==> src/max_pool_2d_stream_assert.svh <==
// Assertion macros for the max pooling stream.
// Each macro expects clk and rst_n in the scope where it is used.
`ifndef MAX_POOL_2D_STREAM_ASSERT_SVH
`define MAX_POOL_2D_STREAM_ASSERT_SVH

// Condition holds at every edge out of reset.
`define MP2D_ASSERT_ALWAYS(label, cond, msg) \
    label: assert property (@(posedge clk) disable iff (!rst_n) (cond)) \
        else $error(msg);

// Consequent holds in the same cycle as the antecedent.
`define MP2D_ASSERT_SAME(label, ante, cons, msg) \
    label: assert property (@(posedge clk) disable iff (!rst_n) (ante) |-> (cons)) \
        else $error(msg);

// Consequent holds in the cycle after the antecedent.
`define MP2D_ASSERT_NEXT(label, ante, cons, msg) \
    label: assert property (@(posedge clk) disable iff (!rst_n) (ante) |=> (cons)) \
        else $error(msg);

`endif

==> src/mp2d_pkg.sv <==
package mp2d_pkg;

    localparam int SAMPLE_W = 16;
    typedef logic signed [SAMPLE_W-1:0] sample_t;
    localparam sample_t SAMPLE_MIN = {1'b1, {(SAMPLE_W-1){1'b0}}};

    localparam int CFG_INDEX_W = 3;
    localparam int CFG_DATA_W  = 11;
    typedef logic [CFG_INDEX_W-1:0] cfg_index_t;
    typedef logic [CFG_DATA_W-1:0]  cfg_data_t;

    localparam cfg_index_t CFG_CHANNELS     = 3'd0;
    localparam cfg_index_t CFG_IMAGE_HEIGHT = 3'd1;
    localparam cfg_index_t CFG_IMAGE_WIDTH  = 3'd2;
    localparam cfg_index_t CFG_POOL_HEIGHT  = 3'd3;
    localparam cfg_index_t CFG_POOL_WIDTH   = 3'd4;
    localparam cfg_index_t CFG_POOL_STRIDE  = 3'd5;

    localparam int CH_RAW_W   = 9;
    localparam int DIM_RAW_W  = 11;
    localparam int POOL_RAW_W = 4;
    localparam int STRIDE_W   = 4;
    typedef logic [STRIDE_W-1:0] stride_t;

    // Signed maximum of two samples.
    function automatic sample_t smax(input sample_t a, input sample_t b);
        return (a > b) ? a : b;
    endfunction

endpackage

==> src/mp2d_row_max.sv <==
// Shift line over the newest samples of a row and a max tree over the
// first pool_width taps.
module mp2d_row_max #(
    parameter int MAX_POOL = 8,
    parameter int PW_W     = $clog2(MAX_POOL + 1)
) (
    input  logic              clk,
    input  logic              shift_en,
    input  mp2d_pkg::sample_t sample_in,
    input  logic [PW_W-1:0]   pool_width,
    output mp2d_pkg::sample_t row_max
);
    import mp2d_pkg::*;

    localparam int LV     = $clog2(MAX_POOL);
    localparam int LEAVES = 1 << LV;

    sample_t taps_reg [MAX_POOL];
    sample_t node     [LV+1][LEAVES];

    // Tap 0 holds the newest sample.
    always_ff @(posedge clk)
    begin
        if (shift_en)
        begin
            taps_reg[0] <= sample_in;
            for (int k = 1; k < MAX_POOL; k++)
            begin
                taps_reg[k] <= taps_reg[k-1];
            end
        end
    end

    always_comb
    begin
        for (int l = 0; l <= LV; l++)
        begin
            for (int j = 0; j < LEAVES; j++)
            begin
                node[l][j] = SAMPLE_MIN;
            end
        end
        for (int j = 0; j < MAX_POOL; j++)
        begin
            if (PW_W'(j) < pool_width)
            begin
                node[0][j] = taps_reg[j];
            end
        end
        for (int l = 0; l < LV; l++)
        begin
            for (int j = 0; j < LEAVES / 2; j++)
            begin
                node[l+1][j] = smax(node[l][2*j], node[l][2*j+1]);
            end
        end
    end

    assign row_max = node[LV][0];

endmodule

==> config.mk <==
export PLATFORM = sky130hd
export DESIGN_NAME = mp2d_row_max
export DESIGN_NICKNAME = d
export VERILOG_FILES = /design/src/max_pool_2d_stream_assert.svh /design/src/mp2d_pkg.sv /design/src/mp2d_row_max.sv
export SDC_FILE = /design/constraint.sdc
export NUM_CORES = 1
export LEC_CHECK = 0
export BUFFER_PORTS_ARGS = -buffer_cell sky130_fd_sc_hd__buf_2
export CORE_MARGIN = 4
export CORE_UTILIZATION = 35
export DETAILED_ROUTE_END_ITERATION = 8
export GPL_ROUTABILITY_DRIVEN = 0
export GPL_TIMING_DRIVEN = 0
export SETUP_SLACK_MARGIN = 0.1
export SYNTH_ARGS = -nofsm -noshare
export SYNTH_HDL_FRONTEND = slang
export SYNTH_SLANG_ARGS = --single-unit
==> constraint.sdc <==
create_clock -name clk -period 22.6 [get_ports clk]
set_input_delay 4.52 -clock clk [delete_from_list [all_inputs] [get_ports clk]]
set_output_delay 4.52 -clock clk [all_outputs]
set_load 0.01 [all_outputs]
# Yosys cells after proc, flatten, opt, wreduce, memory -nomap -nowiden
# Memory sizes are Yosys's and may differ from the RTL's.
# Index checks and enable logic that the tools add are counted.
word_totals:
  ff_bits: 0
  ramBits: 128
  input_bits: 22
  out_inout_bits: 16
  word_cells: 33
  memories: 1
op_classes:
  n_lt_le_gt_ge: 15
  muxes: 17
memory_table:
  columns: ["name", "words", "width", "read_ports", "rd_clocked_by_memory_dff", "wr", "line_no", "source"]
  rows:
  - ["taps_reg", 8, 16, 8, 0, 8, "mp2d_row_max.sv:18", "sample_t taps_reg [MAX_POOL];"]
ops:
  columns: ["operator", "count"]
  rows:
  - ["$mux 16", 15]
  - ["$gt 16x16->1", 7]
  - ["$lt 3x4->1 const A", 4]
  - ["$lt 1x4->1 const A", 2]
  - ["$lt 2x4->1 const A", 2]
  - ["$mux 1", 2]

# Logic depth before layout (Yosys ltp)
depth:
  depth_word: 8
  ltp_mapped: 40
  depth_no_buf: 34

# Worst setup path after synthesis
# OpenSTA, ideal clock, no wires.
synth_timing:
  kind: "in2out"
  from: "in pool_width[3]"
  to: "out row_max[10]"
  t_arrival_ps: 12608
  required_time_ps: 18080
  path_slack_ps: 5472
  path_stages: 39
  n_path_buf: 8
  path_cell_list: "clkbuf_1 -> or3_1 -> clkbuf_1 -> or2_2 -> clkbuf_1 -> clkbuf_1 -> nand2_1 -> inv_1 -> ha_1 -> a2111oi_0 -> a31oi_1 -> o21bai_1 -> a21oi_1 -> o21ai_1 -> clkbuf_1 -> mux2i_1 -> inv_1 -> ha_1 -> [... 3 more ...] -> a21oi_1 -> o21ai_0 -> a31oi_1 -> clkbuf_1 -> mux2_2 -> ha_1 -> a21o_1 -> a21o_1 -> a21o_1 -> a21oi_1 -> nor2b_1 -> o21a_1 -> o31ai_1 -> or2_2 -> buf_1 -> clkbuf_1 -> nor2_1 -> a311oi_1"
synth_between:
  elab_chain_cells: 8
  elab_cells_between_ends: 30
  cone_classes: "15 x order compare; 15 x mux"
synth_lines:
  columns: ["item", "line_no", "source"]
  rows:
  - ["from (decl)", "mp2d_row_max.sv:10", "input logic [PW_W-1:0] pool_width,"]
  - ["$lt 1x4->1 (tied with other cells)", "mp2d_row_max.sv:45", "if (PW_W'(j) < pool_width)"]
  - ["$mux 16", "mp2d_row_max.sv:45", null]
  - ["$gt 16x16->1", "mp2d_pkg.sv:27", "return (a > b) ? a : b;"]
  - ["$mux 16", "mp2d_pkg.sv:27", null]
  - ["$gt 16x16->1", "mp2d_pkg.sv:27", null]
  - ["$mux 16", "mp2d_pkg.sv:27", null]
  - ["$gt 16x16->1", "mp2d_pkg.sv:27", null]
  - ["$mux 16 (*)", "mp2d_pkg.sv:27", null]
  - ["to (decl)", "mp2d_row_max.sv:11", "output mp2d_pkg::sample_t row_max"]
# Every way passes the cells marked *; elsewhere a longest branch is shown, timed or not.

# Worst setup path in the final report
layout_timing:
  from: "in pool_width[3]"
  to: "out row_max[14]"
# Same word-level chain as after synthesis.

==> metrics.csv <==
metric,value,unit
floorplan row count,57,
Most used DFF post-synth,edfxtp_1,
DR WL/cell,17.1,um
Pins Over Slew Limit,0,
Final Hold Fails,0,
CTS tree,yes,
max reg flops,128,
gr usage total,0.157,
final setup TNS,0,ps
Setup Buffers After CTS,0,
Root Buffer,clkbuf_16,
clock buffer depth,2,
syn_area_per_cell,10.3,sq um
ant diodes,0,
DRC viols,0,
Power Internal,650,uW
post-synth top area cell,edfxtp_1,
Slew @ Worst Pin,905,ps
H-tree Lvls,4,
Psw,403,uW
vias per cell,5.17,
Die Y,167,um
status,completed,
Seq pwr share,0.271,
register area share after synthesis,0.434,
DR pass1 iterations,5,
PortBufs,37,
Worst Setup Start Kind,primary input,
RSZ-0062 raised after global routing,no,
Max Cap Violations,0,
P_leak,4.33,nW
"Clk Latency, worst-skew pair",420,ps
clock skew,7.08,ps
largest net degree at the start of global routing,69,
"Max FO, Critical Path",10,
Worst Setup End Kind,output pin,
WL final,21500,um
fillers,2375,
hold buffers post-CTS,0,
Tmin final,19680,ps
core area,24600,sq um
die width,167,um
Post-CTS Resized,0,
worst min-delay path category,reg2reg,
sw frac,0.383,
"FF+latch count, synth",128,
Iter 0 DRT Violations,443,
Max transition margin,0.397,
first-pass GRT wire length,34700,um
DP HPWL,16900,um
GRT Residual Overflow,0,
maximum vdd drop,0.0000564,V
layout cells sized above 1,0.111,
async set-reset flop share out of synthesis,0,
"delay-heaviest family, CP",compound AO/OA/AOI/OAI gates,
post-synthesis cell area,8850,sq um
"Setup violations, final",0,
Yosys top cell area share,0.434,
critical path class,in2out,
vias in the first global route,6641,
Gate power share,0.451,
crit path max-delay cell type,o21ai_1,
Crit path buffers/inverters,12,
FMAX,0.0508,GHz
Worst EP arrival,15160,ps
Required @ worst endpoint,18080,ps
clock-pin slew on the worst setup and hold paths,60,ps
Starting Density,0.360,
CP peak stage delay,700,ps
Clk pwr share,0.277,
total CTS buffers,17,
cells after synthesis,863,
area of the multi-input gates,4610,sq um
Post-synth EDFFs,128,
"most common cell after layout, fill and taps aside",nand2_1,
fin nets,1051,
total area of sequential cells,3840,sq um
# IOs,38,
Netlist cell types,65,
synthesis-to-layout area growth,14.0,%
antenna violations before repair,0,
yosys warns,0,
worst setup margin,2920,ps
via count,6498,
post-place setup slack,2930,ps
final core utilization,0.410,
fin crit share,0.871,
CP most frequent cell,clkbuf_1,
Post-Syn Nets,994,
most frequent cells in the layout,"139 x nand2_1, 128 x edfxtp_1, 109 x ha_1",
DRT antenna net count,0,
Area contributors post-synth,"edfxtp_1 43%, ha_1 15%, nand2_1 5.9%",
DIE AREA,27900,sq um
CTS Sinks,128,
Cell Pwr Density,104,nW/um^2
## worst paths after layout
check | from | slack [ps] | depth (start not counted) | end
setup / recovery | pool_width[3] | 2920 | 41 | row_max[14]
hold / removal | taps_reg[1][45] | 430 | 0 | taps_reg[1][61]
setup reg to reg | taps_reg[1][34] | 21860 | 0 | taps_reg[1][50]
hold reg to reg | taps_reg[1][45] | 430 | 0 | taps_reg[1][61]
## kinds of logic after synthesis
| family | share of synthesized area |
|---|---|
| AOI/OAI and AO/OA | 0.125 |
| xor gates and xnor gates | 0.00198 |
| adders and majority gates | 0.154 |
| buffers and inverters | 0.0454 |
| DFF | 0.434 |
| muxes | 0.0735 |
| and+or+nand+nor | 0.166 |
## power by group through the flow
| stage | Clock, mW | Sequential [mW] | Combinational (mW) |
|---|---|---|---|
| finish | 0.292 | 0.286 | 0.475 |
| global route | 0.307 | 0.288 | 0.530 |
| CTS | 0.297 | 0.286 | 0.479 |
| detailed placement | 0 | 0.291 | 0.476 |
| global placement | 0 | 0.291 | 0.470 |
| floorplan | 0 | 0.288 | 0.321 |
## final cells by class
class / instances / area share
clock inverter: 14 / 0.0188
tap: 324 / 0.0402
inverter: 71 / 0.0264
multi-input combinational: 635 / 0.456
clock buffer: 17 / 0.0422
sequential: 128 / 0.381
timing repair buffer: 38 / 0.0217
buffer: 29 / 0.0134
## synthesized netlist by cell type, types with 17 or more instances
library cell and count:
nand4_1 17, nor2b_1 19, nand2_1 139, ha_1 109
inv_1 71, nor2_1 38, o21ai_0 34, a21oi_1 27
edfxtp_1 128, mux2i_1 47, and2_1 30, clkbuf_1 23
## through the flow
stage	area, sq um	hold WS [ps]	total power, mW	std cells
finish	10100	434	1.05	1256
global route	10100	438	1.13	1256
CTS	10100	431	1.06	1256
detailed placement	9480	427	0.767	1225
global placement	9440	422	0.761	1224
floorplan	8850	417	0.609	863
## layer usage
layer | part of all wire | wire, um | track usage | up-vias
li1 | - | - | - | 3292
met1 | 0.45 | 9700 | 0.199 | 3016
met5 | 0 | 0 | 0 | -
met4 | 0.040 | 860 | 0.0758 | 0
met3 | 0.036 | 762 | 0.0247 | 51
met2 | 0.47 | 10100 | 0.262 | 139
Power figures use the tool's default switching activity.
